===== config.mk =====
export PLATFORM = sky130hd
export DESIGN_NAME = classful_subnet_address_split_core
export DESIGN_NICKNAME = d
export VERILOG_FILES = /design/src/design/csas_pkg.sv /design/src/design/csas_cell.sv /design/src/design/csas_result.sv /design/src/design/classful_subnet_address_split_core.sv
export SDC_FILE = /design/constraint.sdc
export NUM_CORES = 2
export LEC_CHECK = 0
export ABC_AREA = 1
export BUFFER_PORTS_ARGS = -buffer_cell sky130_fd_sc_hd__buf_2
export CAP_MARGIN = 20
export CORE_ASPECT_RATIO = 1.75
export CORE_UTILIZATION = 40
export CTS_CLUSTER_SIZE = 12
export DETAILED_ROUTE_END_ITERATION = 6
export SYNTH_ARGS = -nofsm -noshare
export SYNTH_HDL_FRONTEND = slang
export SYNTH_SLANG_ARGS = --single-unit
export TNS_END_PERCENT = 1

===== constraint.sdc =====
create_clock -name i_clk -period 29.6 [get_ports i_clk]
set_input_delay 1.48 -clock i_clk [delete_from_list [all_inputs] [get_ports i_clk]]
set_output_delay 1.48 -clock i_clk [all_outputs]
set_load 0.005 [all_outputs]

===== src/design/csas_pkg.sv =====
// Shared types, constants and class helpers for the classful subnet split block.
// No dependencies; every other design file refers to it by scoped names.
`timescale 1ns / 1ps

package csas_pkg;

    // table size and widths
    localparam int NUM_ENTRIES   = 8;
    localparam int CELL_IDX_W    = (NUM_ENTRIES > 1) ? $clog2(NUM_ENTRIES) : 1;
    localparam int ENTRY_INDEX_W = 3;
    localparam int WORD_W        = 32;

    // opcodes
    localparam logic [1:0] OP_WRITE = 2'd0;
    localparam logic [1:0] OP_MAKE  = 2'd1;
    localparam logic [1:0] OP_NETOF = 2'd2;
    localparam logic [1:0] OP_HOSTOF = 2'd3;

    // classful masks
    localparam logic [WORD_W-1:0] CLASS_A_NET  = 32'hFF00_0000;
    localparam logic [WORD_W-1:0] CLASS_A_HOST = 32'h00FF_FFFF;
    localparam logic [WORD_W-1:0] CLASS_B_NET  = 32'hFFFF_0000;
    localparam logic [WORD_W-1:0] CLASS_B_HOST = 32'h0000_FFFF;
    localparam logic [WORD_W-1:0] CLASS_C_NET  = 32'hFFFF_FF00;
    localparam logic [WORD_W-1:0] CLASS_C_HOST = 32'h0000_00FF;

    // one request beat as it travels down the cell chain
    typedef struct packed {
        logic [1:0]               opcode;
        logic [ENTRY_INDEX_W-1:0] entry_index;
        logic                     entry_valid;
        logic [WORD_W-1:0]        entry_netmask;
        logic [WORD_W-1:0]        entry_network;
        logic [WORD_W-1:0]        entry_subnetmask;
        logic [WORD_W-1:0]        address;
        logic [WORD_W-1:0]        host;
        logic [WORD_W-1:0]        key;
        logic                     hit;
        logic [WORD_W-1:0]        submask;
    } t_item;

    // class network mask of an address (D and E fold into C)
    function automatic logic [WORD_W-1:0] class_netmask(input logic [WORD_W-1:0] a);
        logic [WORD_W-1:0] m;
        if (!a[31]) begin
            m = CLASS_A_NET;
        end else if (!a[30]) begin
            m = CLASS_B_NET;
        end else begin
            m = CLASS_C_NET;
        end
        return m;
    endfunction

    // class host mask of an address
    function automatic logic [WORD_W-1:0] class_hostmask(input logic [WORD_W-1:0] a);
        logic [WORD_W-1:0] m;
        if (!a[31]) begin
            m = CLASS_A_HOST;
        end else if (!a[30]) begin
            m = CLASS_B_HOST;
        end else begin
            m = CLASS_C_HOST;
        end
        return m;
    endfunction

endpackage


===== src/design/csas_cell.sv =====
// One cell of the lookup chain: holds one table entry and one stage of the request flow.
// Depends on csas_pkg for the beat type and opcodes.
`timescale 1ns / 1ps

module csas_cell (
    input  logic                                i_clk,
    input  logic                                i_rst_n,
    input  logic [csas_pkg::CELL_IDX_W-1:0]     i_cell_idx,
    input  logic                                i_load,
    input  logic                                i_valid,
    input  csas_pkg::t_item                     i_item,
    output logic                                o_valid,
    output csas_pkg::t_item                     o_item
);

    logic                         r_ent_valid;
    logic [csas_pkg::WORD_W-1:0]  r_ent_netmask;
    logic [csas_pkg::WORD_W-1:0]  r_ent_net;
    logic [csas_pkg::WORD_W-1:0]  r_ent_submask;
    logic                         r_valid;
    csas_pkg::t_item              r_item;
    csas_pkg::t_item              n_item;
    logic                         w_is_write;
    logic                         w_write_here;
    logic                         w_match;

    // decode the incoming beat against this cell's entry
    assign w_is_write   = (i_item.opcode == csas_pkg::OP_WRITE);
    assign w_write_here = i_load && i_valid && w_is_write &&
                          (32'(i_item.entry_index) == 32'(i_cell_idx));
    assign w_match      = r_ent_valid && ((r_ent_netmask & i_item.key) == r_ent_net);

    // take the first match only
    always_comb begin
        n_item = i_item;
        if (!w_is_write && !i_item.hit && w_match) begin
            n_item.hit     = 1'b1;
            n_item.submask = r_ent_submask;
        end
    end

    // control: stage valid and entry valid mark
    always_ff @(posedge i_clk) begin
        if (!i_rst_n) begin
            r_valid     <= 1'b0;
            r_ent_valid <= 1'b0;
        end else begin
            if (i_load) begin
                r_valid <= i_valid;
            end
            if (w_write_here) begin
                r_ent_valid <= i_item.entry_valid;
            end
        end
    end

    // payload: stage beat and entry fields
    always_ff @(posedge i_clk) begin
        if (i_load) begin
            r_item <= n_item;
        end
        if (w_write_here) begin
            r_ent_netmask <= i_item.entry_netmask;
            r_ent_net     <= i_item.entry_network;
            r_ent_submask <= i_item.entry_subnetmask;
        end
    end

    assign o_valid = r_valid;
    assign o_item  = r_item;

    // a write beat never leaves with a hit
    a_write_no_hit: assert property (@(posedge i_clk) disable iff (!i_rst_n)
        (i_load && i_valid && w_is_write) |=> !o_item.hit)
        else $error("csas_cell: write beat carries a hit");

    // a hit found upstream is kept
    a_hit_kept: assert property (@(posedge i_clk) disable iff (!i_rst_n)
        (i_load && i_valid && i_item.hit) |=> (o_item.hit && o_item.submask == $past(i_item.submask)))
        else $error("csas_cell: upstream hit lost or overwritten");

endmodule


===== src/design/csas_result.sv =====
// Output stage: forms the result word from the beat leaving the chain and holds it.
// Depends on csas_pkg for the beat type, opcodes and class helpers.
`timescale 1ns / 1ps

module csas_result (
    input  logic                          i_clk,
    input  logic                          i_rst_n,
    input  logic                          i_valid,
    input  csas_pkg::t_item               i_item,
    input  logic                          i_out_stall,
    output logic                          o_go,
    output logic                          o_valid,
    output logic [csas_pkg::WORD_W-1:0]   o_result_value,
    output logic                          o_subnet_hit
);

    logic                         r_valid;
    logic [csas_pkg::WORD_W-1:0]  r_value;
    logic                         r_hit;
    logic [csas_pkg::WORD_W-1:0]  n_value;
    logic                         n_hit;
    logic [csas_pkg::WORD_W-1:0]  w_netm;
    logic [csas_pkg::WORD_W-1:0]  w_hostm;
    logic [csas_pkg::WORD_W-1:0]  w_hpart;

    // advance when the register is empty or being taken
    assign o_go = !r_valid || !i_out_stall;

    assign w_netm  = csas_pkg::class_netmask(i_item.address);
    assign w_hostm = csas_pkg::class_hostmask(i_item.address);
    assign w_hpart = i_item.address & w_hostm;

    // build the result per opcode
    always_comb begin
        n_hit = i_item.hit;
        unique case (i_item.opcode)
            csas_pkg::OP_WRITE: begin
                n_value = '0;
                n_hit   = 1'b0;
            end
            csas_pkg::OP_MAKE: begin
                n_value = i_item.address |
                          (i_item.host & (i_item.hit ? ~i_item.submask : w_hostm));
            end
            csas_pkg::OP_NETOF: begin
                n_value = i_item.hit ? (i_item.address & i_item.submask)
                                     : (i_item.address & w_netm);
            end
            csas_pkg::OP_HOSTOF: begin
                n_value = i_item.hit ? (w_hpart & ~i_item.submask) : w_hpart;
            end
            default: begin
                n_value = '0;
                n_hit   = 1'b0;
            end
        endcase
    end

    always_ff @(posedge i_clk) begin
        if (!i_rst_n) begin
            r_valid <= 1'b0;
        end else if (o_go) begin
            r_valid <= i_valid;
        end
    end

    always_ff @(posedge i_clk) begin
        if (o_go) begin
            r_value <= n_value;
            r_hit   <= n_hit;
        end
    end

    assign o_valid        = r_valid;
    assign o_result_value = r_value;
    assign o_subnet_hit   = r_hit;

    // a beat offered while the stage advances shows up next cycle
    a_load_shows: assert property (@(posedge i_clk) disable iff (!i_rst_n)
        (i_valid && o_go) |=> o_valid)
        else $error("csas_result: beat lost at output stage");

endmodule


===== src/design/classful_subnet_address_split_core.sv =====
// Top level of the classful subnet split: a chain of table cells and an output stage.
// Depends on csas_pkg, csas_cell and csas_result.
// Throughput: one beat per cycle while i_out_stall is low; each cell holds one table
// entry and one request stage. Bubbles in the chain close up, so input is still taken
// while a result waits to be taken, as long as some cell of the chain is empty.
// Reset clears all entry valid marks and stage valids; entry contents stay undefined.
`timescale 1ns / 1ps

module classful_subnet_address_split_core (
    input  logic                                i_clk,
    input  logic                                i_rst_n,
    input  logic                                i_in_valid,
    output logic                                o_in_stall,
    input  logic [1:0]                          i_opcode,
    input  logic [csas_pkg::ENTRY_INDEX_W-1:0]  i_entry_index,
    input  logic                                i_entry_valid,
    input  logic [csas_pkg::WORD_W-1:0]         i_entry_netmask,
    input  logic [csas_pkg::WORD_W-1:0]         i_entry_network,
    input  logic [csas_pkg::WORD_W-1:0]         i_entry_subnetmask,
    input  logic [csas_pkg::WORD_W-1:0]         i_address_in,
    input  logic [csas_pkg::WORD_W-1:0]         i_host_in,
    output logic                                o_out_valid,
    input  logic                                i_out_stall,
    output logic [csas_pkg::WORD_W-1:0]         o_result_value,
    output logic                                o_subnet_hit
);

    csas_pkg::t_item                       w_in_item;
    csas_pkg::t_item                       w_item [csas_pkg::NUM_ENTRIES];
    logic [csas_pkg::NUM_ENTRIES-1:0]      w_v;
    logic [csas_pkg::NUM_ENTRIES:0]        w_go;

    // pack the input beat; search key is the address for make, else its class network
    always_comb begin
        w_in_item.opcode           = i_opcode;
        w_in_item.entry_index      = i_entry_index;
        w_in_item.entry_valid      = i_entry_valid;
        w_in_item.entry_netmask    = i_entry_netmask;
        w_in_item.entry_network    = i_entry_network;
        w_in_item.entry_subnetmask = i_entry_subnetmask;
        w_in_item.address          = i_address_in;
        w_in_item.host             = i_host_in;
        w_in_item.key              = (i_opcode == csas_pkg::OP_MAKE) ? i_address_in :
                                     (i_address_in & csas_pkg::class_netmask(i_address_in));
        w_in_item.hit              = 1'b0;
        w_in_item.submask          = '0;
    end

    // a stage advances when empty or when the next one advances
    genvar k;
    generate
        for (k = 0; k < csas_pkg::NUM_ENTRIES; k++) begin : g_cell
            assign w_go[k] = !w_v[k] || w_go[k+1];

            if (k == 0) begin : g_head
                csas_cell u_cell (
                    .i_clk      (i_clk),
                    .i_rst_n    (i_rst_n),
                    .i_cell_idx (csas_pkg::CELL_IDX_W'(k)),
                    .i_load     (w_go[k]),
                    .i_valid    (i_in_valid),
                    .i_item     (w_in_item),
                    .o_valid    (w_v[k]),
                    .o_item     (w_item[k])
                );
            end else begin : g_body
                csas_cell u_cell (
                    .i_clk      (i_clk),
                    .i_rst_n    (i_rst_n),
                    .i_cell_idx (csas_pkg::CELL_IDX_W'(k)),
                    .i_load     (w_go[k]),
                    .i_valid    (w_v[k-1]),
                    .i_item     (w_item[k-1]),
                    .o_valid    (w_v[k]),
                    .o_item     (w_item[k])
                );
            end
        end
    endgenerate

    // form and hold the result
    csas_result u_result (
        .i_clk          (i_clk),
        .i_rst_n        (i_rst_n),
        .i_valid        (w_v[csas_pkg::NUM_ENTRIES-1]),
        .i_item         (w_item[csas_pkg::NUM_ENTRIES-1]),
        .i_out_stall    (i_out_stall),
        .o_go           (w_go[csas_pkg::NUM_ENTRIES]),
        .o_valid        (o_out_valid),
        .o_result_value (o_result_value),
        .o_subnet_hit   (o_subnet_hit)
    );

    assign o_in_stall = !w_go[0];

    // an accepted beat lands in the first cell
    a_accept_lands: assert property (@(posedge i_clk) disable iff (!i_rst_n)
        (i_in_valid && !o_in_stall) |=> w_v[0])
        else $error("classful_subnet_address_split_core: accepted beat dropped");

endmodule

==> impl_metrics.env <==
export IMPL_status="finished clean"
export IMPL_nFillCells=17853
export IMPL_overflow=0
export IMPL_setup_tns_final_ps=0
export IMPL_finalNonFillerCells=8010
export IMPL_grt_use_met3=0.0219
export IMPL_leakage_nw=35.2
export IMPL_fmax_ghz=0.174
export IMPL_syn_inst=4744
export IMPL_grt_busiest_layer="met2"
export IMPL_placed_area_mm2=0.0892
export IMPL_rows=222
export IMPL_seqPwrFrac=0.603
export IMPL_synth_avg_cell_area_um2=17.8
export IMPL_routabilityCongestion=0.960
export IMPL_core_area_mm2=0.209
export IMPL_place_inst=7709
export IMPL_crit_path_max_fanout=35
export IMPL_io_pins=205
export IMPL_synth_nets=4914
export IMPL_setup_violations=0
export IMPL_vdd_ir_drop_max_v=0.0000511
export IMPL_reg2reg_to="g_cell[1].g_body.u_cell.r_ent_netmask[12]"
export IMPL_skew_ps=63.9
export IMPL_port_buffers=204
export IMPL_period_needed_ps=5750
export IMPL_synth_area_leaders="edfxtp_1, nand2_1, nand4_1"
export IMPL_arrival_ps=4270
export IMPL_maxSlewViolCount=0
export IMPL_grt_antenna_before_repair=10
export IMPL_cp_endpoint="o_in_stall"
export IMPL_nNetsFinal=5316
export IMPL_switching_share=0.187
export IMPL_die_h_um=610
export IMPL_synthToLayoutAreaGrowth_pct=13.0
export IMPL_dp_slack_ps=23610
export IMPL_rrSetupSlack_ps=24820
export IMPL_reg2reg_from="u_result.o_valid"
export IMPL_htree_num_levels=4
export IMPL_endpoint_kind="output port"
export IMPL_grt_pass1_wl_um=238000
export IMPL_cts_root_buf="clkbuf_16"
export IMPL_ys_warn_count=0
export IMPL_power_frac_comb=0.010
export IMPL_clk_insertion_delay_late_ps=850
export IMPL_final_antenna_net_count=0
export IMPL_worst_r2r_cell_count=8
export IMPL_ys_seq_area_frac=0.878
export IMPL_die_area_mm2=0.213
export IMPL_worst_pin_slew_ps=1060
export IMPL_drc=0
export IMPL_worstHoldPathType="reg2reg"
export IMPL_seqCellArea_mm2=0.0742
export IMPL_first_pass_iters=5
export IMPL_crit_start="i_out_stall"
export IMPL_final_cell_area_mm2=0.0955
export IMPL_clk_pin_slew_ps=60
export IMPL_die_width_um=349
export IMPL_grt_met1_usage=0.173
export IMPL_post_cts_resize_count=0
export IMPL_period_share=0.194
export IMPL_clock_sinks=2478
export IMPL_grt_setup_unrepaired="no"
export IMPL_cts_buffers=235
export IMPL_synth_seq_cells=2478
export IMPL_routed_wl_um=160000
export IMPL_slew_limit_headroom=0.293
export IMPL_use_met2=0.270
export IMPL_cp_start_kind="input port"
export IMPL_clkPwrFrac=0.387
export IMPL_vias_per_cell=4.68
export IMPL_post_cts_buffers=0
export IMPL_track_usage=0.149
export IMPL_yosys_area_top_type="edfxtp_1"
export IMPL_grt_pass1_vias=38059
export IMPL_clockBufferDepth=4
export IMPL_fin_total_pwr_mw=6.67
export IMPL_finalHoldViolations=0
export IMPL_drtIter0Drc=2544
export IMPL_initial_core_util=0.404
export IMPL_synthesis_area_mm2=0.0845
export IMPL_synth_top_cell_area_share=0.874
export IMPL_switching_power_mw=1.25
export IMPL_dpl_hpwl_um=116000
export IMPL_crit_type="in2out"
export IMPL_maxCapViolCount=0
export IMPL_num_vias=37453
export IMPL_cts_hold_buf=0
export IMPL_power_density_mw_per_mm2=69.9
export IMPL_setup_ws_ps=23850
export IMPL_cp_data_required_time_ps=28120
export IMPL_grt_max_degree=161
export IMPL_internal_power_mw=5.42
export IMPL_synth_cell_types=35
export IMPL_cts_tree="done"
export IMPL_drive_above_1_share=0.116
export IMPL_wl_per_cell_um=20.0
export IMPL_multi_input_area_mm2=0.00931
## cells in the final DEF, fill, tap and decap left out, types with 3 or more instances in the layout
cell       netlist  routed
a21oi_1         68      67
a31oi_1          9       9
and2_1           4       4
buf_2            6     204
buf_4            0      52
clkbuf_1        82      47
clkbuf_16        0     238
clkinv_1         1       7
clkinv_2         0       4
dfxtp_1         17      17
edfxtp_1      2461    2461
inv_1          187     181
nand2_1       1015    1013
nand2_4          3       5
nand3_1        144     140
nand3_4          0       3
nand3b_1        30      30
nand4_1        165     165
nor2_1         222     208
nor2_2          33      43
nor2_4           0       4
nor3_1          36      33
nor3_2           0       3
o211ai_1        10      10
o21ai_0        108     108
o22ai_1          6       6
or2_2           30      30
xnor2_1         12      12
xor2_1          73      73
## sequential cells by signal, summed over array words and instances, names as in the netlist, 7 cells and up
name                                count
g_cell.g_body.u_cell.r_ent_submask    224
g_cell.g_head.u_cell.r_ent_netmask     32
g_cell.g_head.u_cell.r_ent_net         32
g_cell.g_head.u_cell.r_ent_submask     32
g_cell.g_body.u_cell.r_ent_valid        7
g_cell.g_body.u_cell.r_ent_netmask    224
g_cell.g_body.u_cell.o_valid            7
g_cell.g_head.u_cell.o_item           223
g_cell.g_body.u_cell.r_ent_net        224
g_cell.g_body.u_cell.o_item          1437
u_result.o_result_value                32
## cell usage after synthesis (all sizes together)
cell type	number
or2	31
o211ai	10
o221ai	2
edfxtp	2461
clkbuf	82
buf	11
nand2	1018
nand4	165
o2bb2ai	2
nor2b	2
a22o	1
nor4b	1
o21ai	110
a31oi	9
o22ai	6
xor2	73
clkinv	1
nand3	145
nor4	2
a21oi	68
xnor2	12
nor3	36
nor2	255
dfxtp	17
and2	4
inv	188
nand3b	30
o21a	2
## power groups by stage
stage	registers, mW	logic [mW]	clock network [mW]
floorplan	4.06	0.0279	0
global placement	4.09	0.0660	0
detailed placement	4.10	0.0675	0
CTS	4.02	0.0678	2.66
global route	4.03	0.0729	2.78
finish	4.02	0.0665	2.58
## per-layer routing
metal | share of wire | wire [um]
met5 | 0.000044 | 7
met3 | 0.039 | 6290
met4 | 0.047 | 7480
met2 | 0.52 | 83600
met1 | 0.39 | 62700
## worst min path at each step
stage	depth (start not counted)	endpoint	start	slack, ps
after floorplan	0	g_cell[1].g_body.u_cell.o_item[100]	g_cell[0].g_head.u_cell.o_item[100]	400
after CTS	0	g_cell[2].g_body.u_cell.r_ent_netmask[8]	g_cell[1].g_body.u_cell.o_item[201]	390
after global routing	0	g_cell[7].g_body.u_cell.o_item[97]	g_cell[6].g_body.u_cell.o_item[97]	410
final	0	g_cell[7].g_body.u_cell.o_item[97]	g_cell[6].g_body.u_cell.o_item[97]	390
after global placement	0	g_cell[7].g_body.u_cell.r_ent_net[16]	g_cell[6].g_body.u_cell.o_item[177]	400
after detailed placement	0	g_cell[4].g_body.u_cell.o_item[119]	g_cell[3].g_body.u_cell.o_item[119]	400
## layout make-up
type                       instances  share of cell area
sequential                      2478               0.777
inverter                         189             0.00760
multi-input combinational       1984              0.0974
clock buffer                     285              0.0642
antenna                            2           0.0000524
timing repair buffer             258              0.0152
clock inverter                    14             0.00145
tap                             2800              0.0367
## through the flow
stage	util	hold slack (ps)
after floorplan	-	400
after global placement	0.426	401
after detailed placement	0.426	405
after CTS	0.456	386
after global routing	0.456	407
final	0.456	390
## worst max-delay path, stage by stage
cell     delay (ps)
buf_2           120
nand4_1         200
nor2_1          570
nand3_4         680
inv_1           540
nand4_1         390
inv_1           150
buf_2           130
## logic make-up after synthesis
family	count (synthesis)	synth area share
AO/OA/AOI/OAI	210	0.0132
XOR/XNOR	85	0.00881
buffers and inverters	282	0.0131
flip-flops	2478	0.878
AND/OR/NAND/NOR	1689	0.0864
Power figures use the tool's default switching activity.
